[src/rtl/ese_pkg.sv]
// shared constants, widths and types of the encoder speed estimator
package ese_pkg;

    localparam int WINDOW_LEN     = 16;
    localparam int LOG_W          = $clog2(WINDOW_LEN);
    localparam int POS_W          = LOG_W;

    localparam int ANGLE_W        = 12;
    localparam int TS_W           = 32;
    localparam int STEP_W         = 13;
    localparam int INTERVAL_W     = 15;
    localparam int SPEED_W        = 16;
    localparam int TURNS_W        = 16;

    localparam int STEP_SUM_W     = STEP_W + LOG_W;
    localparam int INTERVAL_SUM_W = INTERVAL_W + LOG_W;
    localparam int SCALE_W        = 10;
    localparam int PROD_W         = STEP_SUM_W + SCALE_W;
    localparam int MAG_W          = PROD_W - 1;
    localparam int CNT_W          = $clog2(MAG_W + 1);

    localparam logic [ANGLE_W-1:0]    QUARTER_LOW  = ANGLE_W'(1024);
    localparam logic [ANGLE_W-1:0]    QUARTER_HIGH = ANGLE_W'(3072);
    localparam logic [STEP_W-1:0]     REVOLUTION   = STEP_W'(4096);
    localparam logic [PROD_W-1:0]     SPEED_SCALE  = PROD_W'(1000);
    localparam logic [INTERVAL_W-1:0] INTERVAL_MAX = '1;

    typedef struct packed {
        logic signed [STEP_W-1:0] step;
        logic [INTERVAL_W-1:0]    interval;
    } ring_entry_t;

    typedef enum logic [2:0] {
        ST_IDLE,
        ST_READ,
        ST_SUM,
        ST_MUL,
        ST_ABS,
        ST_DIV,
        ST_DONE
    } state_t;

endpackage

[src/rtl/ese_sample_if.sv]
// input channel: one encoder sample per beat
interface ese_sample_if;
    logic                            valid;
    logic                            ready;
    logic [ese_pkg::ANGLE_W-1:0]     angle;
    logic [ese_pkg::TS_W-1:0]        timestamp;

    modport source (output valid, output angle, output timestamp, input ready);
    modport sink (input valid, input angle, input timestamp, output ready);
endinterface

[src/rtl/ese_result_if.sv]
// output channel: one speed result per beat
interface ese_result_if;
    logic                                   valid;
    logic                                   ready;
    logic signed [ese_pkg::SPEED_W-1:0]     speed;
    logic [ese_pkg::TURNS_W-1:0]            turns;
    logic signed [ese_pkg::STEP_W-1:0]      step;
    logic [ese_pkg::INTERVAL_W-1:0]         interval;

    modport source (output valid, output speed, output turns, output step,
                    output interval, input ready);
    modport sink (input valid, input speed, input turns, input step,
                  input interval, output ready);
endinterface

[src/rtl/encoder_speed_estimator.sv]
// encoder speed estimator top level: step, turns, interval, windowed speed
//
//  channel  | dir | fields
//  ---------+-----+------------------------------------------
//  sample   | in  | angle[11:0], timestamp[31:0]
//  result   | out | speed[15:0] s, turns[15:0], step[12:0] s, interval[14:0]
//
// one sample at a time; the bit-serial restoring divider gives one quotient
// bit per cycle; reset clears control, encoder and window state, not the ring
// or datapath registers; the ring needs no clearing pass, entries not yet
// written read as zero until the write pointer wraps for the first time
// a finished result sits in the output register; the next sample is taken
// while it waits, and a new result waits in its last state until it is free
module encoder_speed_estimator (
    input  logic                 clk,
    input  logic                 rst_n,
    ese_sample_if.sink           sample,
    ese_result_if.source         result
);

    ese_pkg::state_t state_reg, state_next;

    logic [ese_pkg::ANGLE_W-1:0]             prev_angle_reg;
    logic [ese_pkg::TS_W-1:0]                prev_ts_reg;
    logic [ese_pkg::TURNS_W-1:0]             turns_reg;
    logic [ese_pkg::POS_W-1:0]               pos_reg;
    logic                                    filled_reg;
    logic signed [ese_pkg::STEP_SUM_W-1:0]   step_sum_reg;
    logic [ese_pkg::INTERVAL_SUM_W-1:0]      interval_sum_reg;

    logic signed [ese_pkg::STEP_W-1:0]       step_reg;
    logic [ese_pkg::INTERVAL_W-1:0]          interval_reg;
    logic signed [ese_pkg::PROD_W-1:0]       prod_reg;
    logic                                    neg_reg;
    logic                                    zero_reg;
    logic [ese_pkg::INTERVAL_SUM_W-1:0]      rem_reg;
    logic [ese_pkg::MAG_W-1:0]               dvd_reg;
    logic [ese_pkg::CNT_W-1:0]               cnt_reg;

    logic                                    out_valid_reg;
    logic signed [ese_pkg::SPEED_W-1:0]      speed_reg;
    logic [ese_pkg::TURNS_W-1:0]             out_turns_reg;
    logic signed [ese_pkg::STEP_W-1:0]       out_step_reg;
    logic [ese_pkg::INTERVAL_W-1:0]          out_interval_reg;

    ese_pkg::ring_entry_t ring_mem [ese_pkg::WINDOW_LEN];
    ese_pkg::ring_entry_t rd_data_reg;
    ese_pkg::ring_entry_t old_entry;

    logic                                    accept;
    logic                                    load_out;

    // sample-side arithmetic
    logic                                    fwd_wrap;
    logic                                    bwd_wrap;
    logic [ese_pkg::STEP_W-1:0]              diff;
    logic [ese_pkg::STEP_W-1:0]              step_now;
    logic [ese_pkg::TS_W-1:0]                gap_full;
    logic [ese_pkg::INTERVAL_W-1:0]          gap;

    // window and divider arithmetic
    logic signed [ese_pkg::STEP_SUM_W-1:0]   step_sum_next;
    logic [ese_pkg::INTERVAL_SUM_W-1:0]      interval_sum_next;
    logic [ese_pkg::PROD_W-1:0]              prod_abs;
    logic [ese_pkg::INTERVAL_SUM_W:0]        rem_shift;
    logic [ese_pkg::INTERVAL_SUM_W:0]        rem_sub;
    logic                                    rem_ge;
    logic [ese_pkg::SPEED_W-1:0]             quot_low;
    logic [ese_pkg::SPEED_W-1:0]             speed_val;

    assign accept = sample.valid && sample.ready;

    always_comb
    begin
        fwd_wrap = (sample.angle < ese_pkg::QUARTER_LOW) &&
                   (prev_angle_reg > ese_pkg::QUARTER_HIGH);
        bwd_wrap = (sample.angle > ese_pkg::QUARTER_HIGH) &&
                   (prev_angle_reg < ese_pkg::QUARTER_LOW);
        diff = {1'b0, sample.angle} - {1'b0, prev_angle_reg};
        // plus or minus a revolution is the same top-bit flip in 13 bits
        step_now = diff;
        if (fwd_wrap)
        begin
            step_now = diff + ese_pkg::REVOLUTION;
        end
        else if (bwd_wrap)
        begin
            step_now = diff - ese_pkg::REVOLUTION;
        end
        gap_full = sample.timestamp - prev_ts_reg;
        gap = (|gap_full[ese_pkg::TS_W-1:ese_pkg::INTERVAL_W]) ?
              ese_pkg::INTERVAL_MAX : gap_full[ese_pkg::INTERVAL_W-1:0];
    end

    always_comb
    begin
        old_entry = filled_reg ? rd_data_reg : '0;
        step_sum_next = step_sum_reg
                      + ese_pkg::STEP_SUM_W'(step_reg)
                      - ese_pkg::STEP_SUM_W'(old_entry.step);
        interval_sum_next = interval_sum_reg
                          + ese_pkg::INTERVAL_SUM_W'(interval_reg)
                          - ese_pkg::INTERVAL_SUM_W'(old_entry.interval);
        prod_abs = prod_reg[ese_pkg::PROD_W-1] ? -prod_reg : prod_reg;
        rem_shift = {rem_reg, dvd_reg[ese_pkg::MAG_W-1]};
        rem_sub = rem_shift - {1'b0, interval_sum_reg};
        rem_ge = (rem_shift >= {1'b0, interval_sum_reg});
        quot_low = dvd_reg[ese_pkg::SPEED_W-1:0];
        if (zero_reg)
        begin
            speed_val = '0;
        end
        else if (neg_reg)
        begin
            speed_val = -quot_low;
        end
        else
        begin
            speed_val = quot_low;
        end
    end

    always_ff @(posedge clk or negedge rst_n)
    begin
        if (!rst_n)
        begin
            state_reg <= ese_pkg::ST_IDLE;
        end
        else
        begin
            state_reg <= state_next;
        end
    end

    always_comb
    begin
        state_next   = state_reg;
        sample.ready = 1'b0;
        load_out     = 1'b0;
        case (state_reg)
            ese_pkg::ST_IDLE:
            begin
                sample.ready = 1'b1;
                if (sample.valid)
                begin
                    state_next = ese_pkg::ST_READ;
                end
            end
            ese_pkg::ST_READ:
            begin
                state_next = ese_pkg::ST_SUM;
            end
            ese_pkg::ST_SUM:
            begin
                state_next = ese_pkg::ST_MUL;
            end
            ese_pkg::ST_MUL:
            begin
                state_next = ese_pkg::ST_ABS;
            end
            ese_pkg::ST_ABS:
            begin
                state_next = ese_pkg::ST_DIV;
            end
            ese_pkg::ST_DIV:
            begin
                if (cnt_reg == ese_pkg::CNT_W'(1))
                begin
                    state_next = ese_pkg::ST_DONE;
                end
            end
            ese_pkg::ST_DONE:
            begin
                if (!out_valid_reg || result.ready)
                begin
                    load_out   = 1'b1;
                    state_next = ese_pkg::ST_IDLE;
                end
            end
            default:
            begin
                state_next = ese_pkg::ST_IDLE;
            end
        endcase
    end

    // encoder and window state
    always_ff @(posedge clk or negedge rst_n)
    begin
        if (!rst_n)
        begin
            prev_angle_reg   <= '0;
            prev_ts_reg      <= '0;
            turns_reg        <= '0;
            pos_reg          <= '0;
            filled_reg       <= 1'b0;
            step_sum_reg     <= '0;
            interval_sum_reg <= '0;
        end
        else
        begin
            if (accept)
            begin
                prev_angle_reg <= sample.angle;
                prev_ts_reg    <= sample.timestamp;
                if (fwd_wrap)
                begin
                    turns_reg <= turns_reg + ese_pkg::TURNS_W'(1);
                end
                else if (bwd_wrap)
                begin
                    turns_reg <= turns_reg - ese_pkg::TURNS_W'(1);
                end
            end
            if (state_reg == ese_pkg::ST_SUM)
            begin
                step_sum_reg     <= step_sum_next;
                interval_sum_reg <= interval_sum_next;
                if (pos_reg == ese_pkg::POS_W'(ese_pkg::WINDOW_LEN - 1))
                begin
                    pos_reg    <= '0;
                    filled_reg <= 1'b1;
                end
                else
                begin
                    pos_reg <= pos_reg + ese_pkg::POS_W'(1);
                end
            end
        end
    end

    // ring memory, one read and one write per beat
    always_ff @(posedge clk)
    begin
        if (accept)
        begin
            rd_data_reg <= ring_mem[pos_reg];
        end
        if (state_reg == ese_pkg::ST_SUM)
        begin
            ring_mem[pos_reg] <= '{step: step_reg, interval: interval_reg};
        end
    end

    // per-beat datapath and bit-serial divider
    always_ff @(posedge clk)
    begin
        if (accept)
        begin
            step_reg     <= $signed(step_now);
            interval_reg <= gap;
        end
        if (state_reg == ese_pkg::ST_MUL)
        begin
            prod_reg <= $signed(ese_pkg::PROD_W'(step_sum_reg))
                      * $signed(ese_pkg::SPEED_SCALE);
        end
        if (state_reg == ese_pkg::ST_ABS)
        begin
            neg_reg  <= prod_reg[ese_pkg::PROD_W-1];
            zero_reg <= (interval_sum_reg == '0);
            dvd_reg  <= prod_abs[ese_pkg::MAG_W-1:0];
            rem_reg  <= '0;
            cnt_reg  <= ese_pkg::CNT_W'(ese_pkg::MAG_W);
        end
        if (state_reg == ese_pkg::ST_DIV)
        begin
            rem_reg <= rem_ge ? rem_sub[ese_pkg::INTERVAL_SUM_W-1:0]
                              : rem_shift[ese_pkg::INTERVAL_SUM_W-1:0];
            dvd_reg <= {dvd_reg[ese_pkg::MAG_W-2:0], rem_ge};
            cnt_reg <= cnt_reg - ese_pkg::CNT_W'(1);
        end
    end

    // output register
    always_ff @(posedge clk or negedge rst_n)
    begin
        if (!rst_n)
        begin
            out_valid_reg <= 1'b0;
        end
        else if (load_out)
        begin
            out_valid_reg <= 1'b1;
        end
        else if (result.ready)
        begin
            out_valid_reg <= 1'b0;
        end
    end

    always_ff @(posedge clk)
    begin
        if (load_out)
        begin
            speed_reg        <= $signed(speed_val);
            out_turns_reg    <= turns_reg;
            out_step_reg     <= step_reg;
            out_interval_reg <= interval_reg;
        end
    end

    assign result.valid    = out_valid_reg;
    assign result.speed    = speed_reg;
    assign result.turns    = out_turns_reg;
    assign result.step     = out_step_reg;
    assign result.interval = out_interval_reg;

`ifndef SYNTH
    // divider remainder stays below the divisor
    assert property (@(posedge clk) disable iff (!rst_n)
        (state_reg == ese_pkg::ST_DIV && interval_sum_reg != '0)
            |-> (rem_reg < interval_sum_reg))
        else $error("divider remainder not below divisor");

    // once the ring is full it stays full
    assert property (@(posedge clk) disable iff (!rst_n)
        !$fell(filled_reg))
        else $error("ring fill flag dropped");

    // a loaded result shows up as a valid beat
    assert property (@(posedge clk) disable iff (!rst_n)
        load_out |=> result.valid)
        else $error("loaded result not presented");

    // no sample taken while a result is in flight
    assert property (@(posedge clk) disable iff (!rst_n)
        accept |=> (state_reg == ese_pkg::ST_READ && !sample.ready))
        else $error("sample accepted outside idle");
`endif

endmodule
[src/flat_wrapper.sv]
// flat-port wrapper written by rule: the top's interface ports become plain ports
module encoder_speed_estimator_flat 
  (clk, rst_n, sample_valid, sample_angle, sample_timestamp, sample_ready, result_valid, result_speed, result_turns, result_step, result_interval, result_ready);
  ese_sample_if sample_i ();
  ese_result_if result_i ();
  input  logic clk;
  input  logic rst_n;
  input wire logic [$bits(sample_i.valid)-1:0] sample_valid;
  input wire logic [$bits(sample_i.angle)-1:0] sample_angle;
  input wire logic [$bits(sample_i.timestamp)-1:0] sample_timestamp;
  output wire logic [$bits(sample_i.ready)-1:0] sample_ready;
  output wire logic [$bits(result_i.valid)-1:0] result_valid;
  output wire logic [$bits(result_i.speed)-1:0] result_speed;
  output wire logic [$bits(result_i.turns)-1:0] result_turns;
  output wire logic [$bits(result_i.step)-1:0] result_step;
  output wire logic [$bits(result_i.interval)-1:0] result_interval;
  input wire logic [$bits(result_i.ready)-1:0] result_ready;
  assign sample_i.valid = sample_valid;
  assign sample_i.angle = sample_angle;
  assign sample_i.timestamp = sample_timestamp;
  assign sample_ready = sample_i.ready;
  assign result_valid = result_i.valid;
  assign result_speed = result_i.speed;
  assign result_turns = result_i.turns;
  assign result_step = result_i.step;
  assign result_interval = result_i.interval;
  assign result_i.ready = result_ready;
  encoder_speed_estimator u_core (.clk(clk), .rst_n(rst_n), .sample(sample_i), .result(result_i));
endmodule
[config.mk]
export PLATFORM = sky130hd
export DESIGN_NAME = encoder_speed_estimator_flat
export DESIGN_NICKNAME = d
export VERILOG_FILES = /design/src/rtl/ese_pkg.sv /design/src/rtl/ese_sample_if.sv /design/src/rtl/ese_result_if.sv /design/src/rtl/encoder_speed_estimator.sv /design/src/flat_wrapper.sv
export SDC_FILE = /design/constraint.sdc
export NUM_CORES = 1
export LEC_CHECK = 0
export ABC_AREA = 1
export BUFFER_PORTS_ARGS = -buffer_cell sky130_fd_sc_hd__buf_2
export CAP_MARGIN = 20
export CORE_MARGIN = 1
export CORE_UTILIZATION = 55
export DETAILED_ROUTE_END_ITERATION = 8
export MAX_ROUTING_LAYER = met4
export PLACE_DENSITY = 0.72
export SETUP_SLACK_MARGIN = 0.02
export SLEW_MARGIN = 20
export SYNTH_ARGS = -nofsm -noshare
export SYNTH_HDL_FRONTEND = slang
export SYNTH_SLANG_ARGS = --single-unit
[constraint.sdc]
create_clock -name clk -period 6.4 [get_ports clk]
set_input_delay 0.64 -clock clk [delete_from_list [all_inputs] [get_ports clk]]
set_output_delay 0.64 -clock clk [all_outputs]
set_load 0.05 [all_outputs]
## Word-level counts from Yosys, hierarchy flattened

Memories as Yosys holds them, arrays and structs flattened. A register that Yosys moved wholly into a read port is not among the register bits.
Cells that the tools add are included.

| cells by class | value |
|---|---|
| add/subtract/negate cells | 15 |
| multipliers | 1 |
| magnitude comparators | 5 |
| eq/ne operators | 11 |
| multiplexer cells | 26 |
| reduce and logical (&&, ||, !) cells | 14 |

Operator list:

| kind | count |
|---|---|
| $mux 26 | 3 |
| $mux 19 | 3 |
| $mux 16 | 3 |
| $sub 32x32->32 | 1 |
| $mux 28 | 1 |
| $mux 13 | 2 |
| $neg 26->26 | 1 |
| $gt 12x12->1 const B | 2 |
| $lt 12x11->1 const B | 2 |
| $mul 17x8->24 const B | 1 |
| $pmux 3 s7 | 1 |
| $ge 20x19->1 | 1 |
| $add 19x15->19 | 1 |
| $logic_not 19->1 | 1 |
| $sub 19x15->19 | 1 |
| $sub 19x19->19 | 1 |
| $add 17x13->17 | 1 |
| $reduce_or 17->1 | 1 |
| $sub 17x13->17 | 1 |
| $add 16x1->16 const B | 1 |
| $neg 16->16 | 1 |
| $sub 16x1->16 const B | 1 |
| $add 13x13->13 const B | 1 |
| $sub 12x12->13 | 1 |
| other kinds (21) | 39 |

| storage, ports and cells | value |
|---|---|
| register bits | 269 |
| RAM bits | 448 |
| bits of input ports | 48 |
| output and inout port bits | 62 |
| logic and storage cells | 94 |
| memories kept | 1 |

Memory list:

| name | depth | width | read ports | clocked after memory_dff | write ports | RTL line | text |
|---|---|---|---|---|---|---|---|
| u_core.ring_mem | 16 | 28 | 1 | 1 | 1 | encoder_speed_estimator.sv:46 | `ese_pkg::ring_entry_t ring_mem [ese_pkg::WINDOW_LEN];` |

## Longest topological paths before layout

| depth | value |
|---|---|
| word-level depth | 5 |
| depth in mapped cells | 19 |
| gate-level depth less buffers | 19 |

## Least setup slack after synthesis

No wires, ideal clock.

| timing | value |
|---|---|
| kind | register to register |
| from | reg u_core.step_sum_reg[4] in the netlist's numbering |
| to | reg u_core.prod_reg[23] in the netlist's numbering, data pin |
| arrival | 4.114 ns |
| slack | 2.021 ns |
| stages on the path, launching flop included | 17 |
| path buffers | 0 |
| clock period less this slack | 4.379 ns |
| cells stage by stage | dfrtp_1 -> inv_1 -> fa_1 -> fa_1 -> inv_1 -> fa_1 -> inv_1 -> fa_1 -> inv_1 -> ha_1 -> nand2_1 -> o21ai_0 -> a21oi_1 -> o21ai_0 -> a21oi_1 -> o21ai_0 -> xor2_1 |

| on the way | value |
|---|---|
| cells in the longest elaborated chain, start to end | 1 |

RTL lines:

| element | RTL line | text |
|---|---|---|
| from (decl) | encoder_speed_estimator.sv:28 | `logic signed [ese_pkg::STEP_SUM_W-1:0] step_sum_reg;` |
| from (signal assigned) | encoder_speed_estimator.sv:217 | `step_sum_reg <= step_sum_next;` |
| $mul 17x8->24 | encoder_speed_estimator.sv:256 | `* $signed(ese_pkg::SPEED_SCALE);` |
| to (signal assigned) | encoder_speed_estimator.sv:255 | `prod_reg <= $signed(ese_pkg::PROD_W'(step_sum_reg))` |
| to (decl) | encoder_speed_estimator.sv:33 | `logic signed [ese_pkg::PROD_W-1:0] prod_reg;` |

Every way passes these cells.
A chain may end at the register's enable or synchronous reset.

## Final worst setup path

| timing | value |
|---|---|
| from | reg u_core.step_sum_reg[6] in the netlist's numbering |
| to | reg u_core.prod_reg[23] in the netlist's numbering, data pin |

Same word-level chain as after synthesis.

==> impl_metrics.env <==
export IMPL_cts_made_buffers=81
export IMPL_syn_inst=3975
export IMPL_ant_nets=0
export IMPL_root_buffer="clkbuf_16"
export IMPL_diodes=0
export IMPL_finalHoldViolCount=0
export IMPL_crit_cells=16
export IMPL_slew_viol_final=0
export IMPL_setup_viol=0
export IMPL_hpwlAfterDp_mm=60.7
export IMPL_insertion_delay_ns=0.64
export IMPL_synth_area_leaders="edfxtp_1 48%, dfrtp_1 6.6%, nand2_1 6.6%"
export IMPL_clock_path_buffers=3
export IMPL_r2r_end="u_core.prod_reg[23]"
export IMPL_cp_arrival_ns=5.17
export IMPL_vias_per_cell=5.47
export IMPL_ys_warn_count=0
export IMPL_cts_resized=0
export IMPL_reg2reg_slack_ns=1.61
export IMPL_synth_commonest_cells="700 x nand2_1, 640 x edfxtp_1, 587 x inv_1"
export IMPL_vias=27900
export IMPL_synth_largest_area_cell="edfxtp_1"
export IMPL_startpoint_type="register"
export IMPL_design_portCount=110
export IMPL_ys_seq_area_share_pct=55.1
export IMPL_end_kind="register"
export IMPL_gr_usage_all_layers_pct=26.4
export IMPL_cts_setup_buffers=0
export IMPL_worst_slew_pin_transition_ns=1.00
export IMPL_async_reset_ff_share_pct=14.1
export IMPL_path_delay_family="adder cells"
export IMPL_r2r_start="u_core.step_sum_reg[6]"
export IMPL_cp_max_fo=5
export IMPL_drt_pass1_iterations=6
export IMPL_finClkSkew_ns=0.0301
export IMPL_period_needed_ns=4.79
export IMPL_worstSetupPathType="register to register"
export IMPL_syn_to_final_growth_pct=11.0
export IMPL_synth_flop_cell="edfxtp_1"
export IMPL_ys_ff_latch=745
export IMPL_post_route_cells_drive_above_1_share_pct=8.83
export IMPL_wl_per_cell_um=18.2
export IMPL_synth_nets=4305
export IMPL_run_status="finished clean"
export IMPL_crit_start="u_core.step_sum_reg[6]"
export IMPL_nets=4410
export IMPL_die_w_um=270
export IMPL_die_height_um=270
export IMPL_cts_tree="built"
export IMPL_cts_max_level=3
export IMPL_cp_endpoint="u_core.prod_reg[23]"
export IMPL_first_global_vias=27300
export IMPL_relSlewSlack_pct=33.3
export IMPL_synth_edff_count=640
export IMPL_num_rows=98
export IMPL_fillers=5788
export IMPL_core_area_mm2=0.0714
export IMPL_path_cells="inv_1, fa_1, fa_1, inv_1, fa_1, inv_1, fa_1, inv_1, ha_1, nand2_1, o21ai_0, a21oi_1, o21ai_0, a21oi_1, o21ai_0, xor2_1"
export IMPL_grt_antenna_before_repair=0
export IMPL_first_iter_violations=2517
export IMPL_totalWireLength_mm=92.7
export IMPL_rsz0062_at_grt="false"
export IMPL_fmax_ghz=0.209
export IMPL_gr_total_overflow=0
export IMPL_crit_path_top_delay_cell="fa_1"
export IMPL_synth_most_common_cell="nand2_1"
export IMPL_cts_hold_fix_buffers=0
export IMPL_critical_path_buf_inv_count=4
export IMPL_reg2reg_depth=16
export IMPL_synth_cell_types=56
export IMPL_setup_tns_ns=0
export IMPL_largest_reg_flops=448
export IMPL_hp_class="input pin to async pin"
export IMPL_initial_core_util_pct=55.6
export IMPL_cp_data_required_time_ns=6.78
export IMPL_drv_cap=0
export IMPL_io_buffers=109
export IMPL_grt_max_degree=184
export IMPL_synth_top_area_share_pct=48.5
export IMPL_die_area_mm2=0.0732
export IMPL_period_share_pct=74.9
export IMPL_drc=0
export IMPL_max_stage_delay_ns=0.54
export IMPL_grt_pass1_wl_mm=147
export IMPL_clock_sinks=745
export IMPL_synth_area_mm2=0.0396
export IMPL_routabilityCongestion=0.920
export IMPL_clk_pin_slew_ns=0.06
export IMPL_syn_avg_cell_area_um2=9.97
-- metal layers --
layer  up-vias  global-route usage (%)  wire length, um
met5         -                       -                0
met4         0                    9.32             2720
met3       179                    3.82             6660
met2       935                    42.9            44400
met1     13200                    34.0            39000
li1      13600                       -                -
-- worst min-delay path by stage --
stage / end / depth (start not counted)
6_report: u_core.prev_angle_reg[10] / 1
3_3_place_gp: u_core.interval_sum_reg[18] / 2
3_5_place_dp: u_core.interval_sum_reg[18] / 2
2_1_floorplan: u_core.filled_reg / 0
5_1_grt: u_core.prev_angle_reg[10] / 1
4_1_cts: u_core.prev_angle_reg[10] / 1
-- stage by stage --
stage | cell area (um2) | instances | worst slack [ns] | utilization (%) | hold slack (ns)
floorplan | 39600 | 3975 | 2.02 | - | 0.344
global placement | 41300 | 4946 | 1.62 | 57.9 | 0.458
finish | 44000 | 5096 | 1.61 | 61.6 | 0.0449
detailed placement | 41400 | 4947 | 1.57 | 58.0 | 0.466
CTS | 44000 | 5096 | 1.56 | 61.6 | 0.0464
global route | 44000 | 5096 | 1.32 | 61.6 | 0.0905
-- kinds of logic (layout without fill, tap and decap cells) --
kind of cell               Yosys count  count (layout)  synth area share, %
DFF                                745             745                 55.1
buffers and inverters              720             891                 6.93
AOI/OAI and AO/OA                  746             746                 10.2
and+or+nand+nor                   1368            1368                 14.6
xor gates and xnor gates           114             114                 2.52
adders and majority gates          282             282                 10.7
-- cell usage in the layout (no fill, tap or decap), types with 16 or more instances in the layout --
master | synthesis | routed
a21oi_1 | 144 | 144
buf_2 | 14 | 108
buf_4 | 1 | 39
clkbuf_1 | 98 | 21
clkbuf_16 | 0 | 81
dfrtp_1 | 105 | 103
edfxtp_1 | 640 | 640
fa_1 | 96 | 96
ha_1 | 186 | 186
inv_1 | 587 | 584
nand2_1 | 700 | 700
nand2_2 | 16 | 16
nand3_1 | 98 | 98
nand4_1 | 60 | 60
nor2_1 | 400 | 376
nor2_2 | 14 | 18
nor2_4 | 1 | 21
nor3_1 | 21 | 21
o21ai_0 | 417 | 417
o22ai_1 | 112 | 112
xnor2_1 | 64 | 64
xor2_1 | 50 | 50
-- final cells by class --
class                           instances  area [um2]  share of cell area, %
Clock buffer                          108        2190                   4.97
Multi-Input combinational cell       2510       15200                   34.6
Tap cell                              950        1190                   2.70
Inverter                              593        2230                   5.07
Timing Repair Buffer                  149         881                   2.00
Clock inverter                         41         440                   1.00
Sequential cell                       745       21900                   49.7
Power is left out: the tool's default activity adds up to more than one toggle a clock period on the data nets, which glitch-free logic cannot reach.
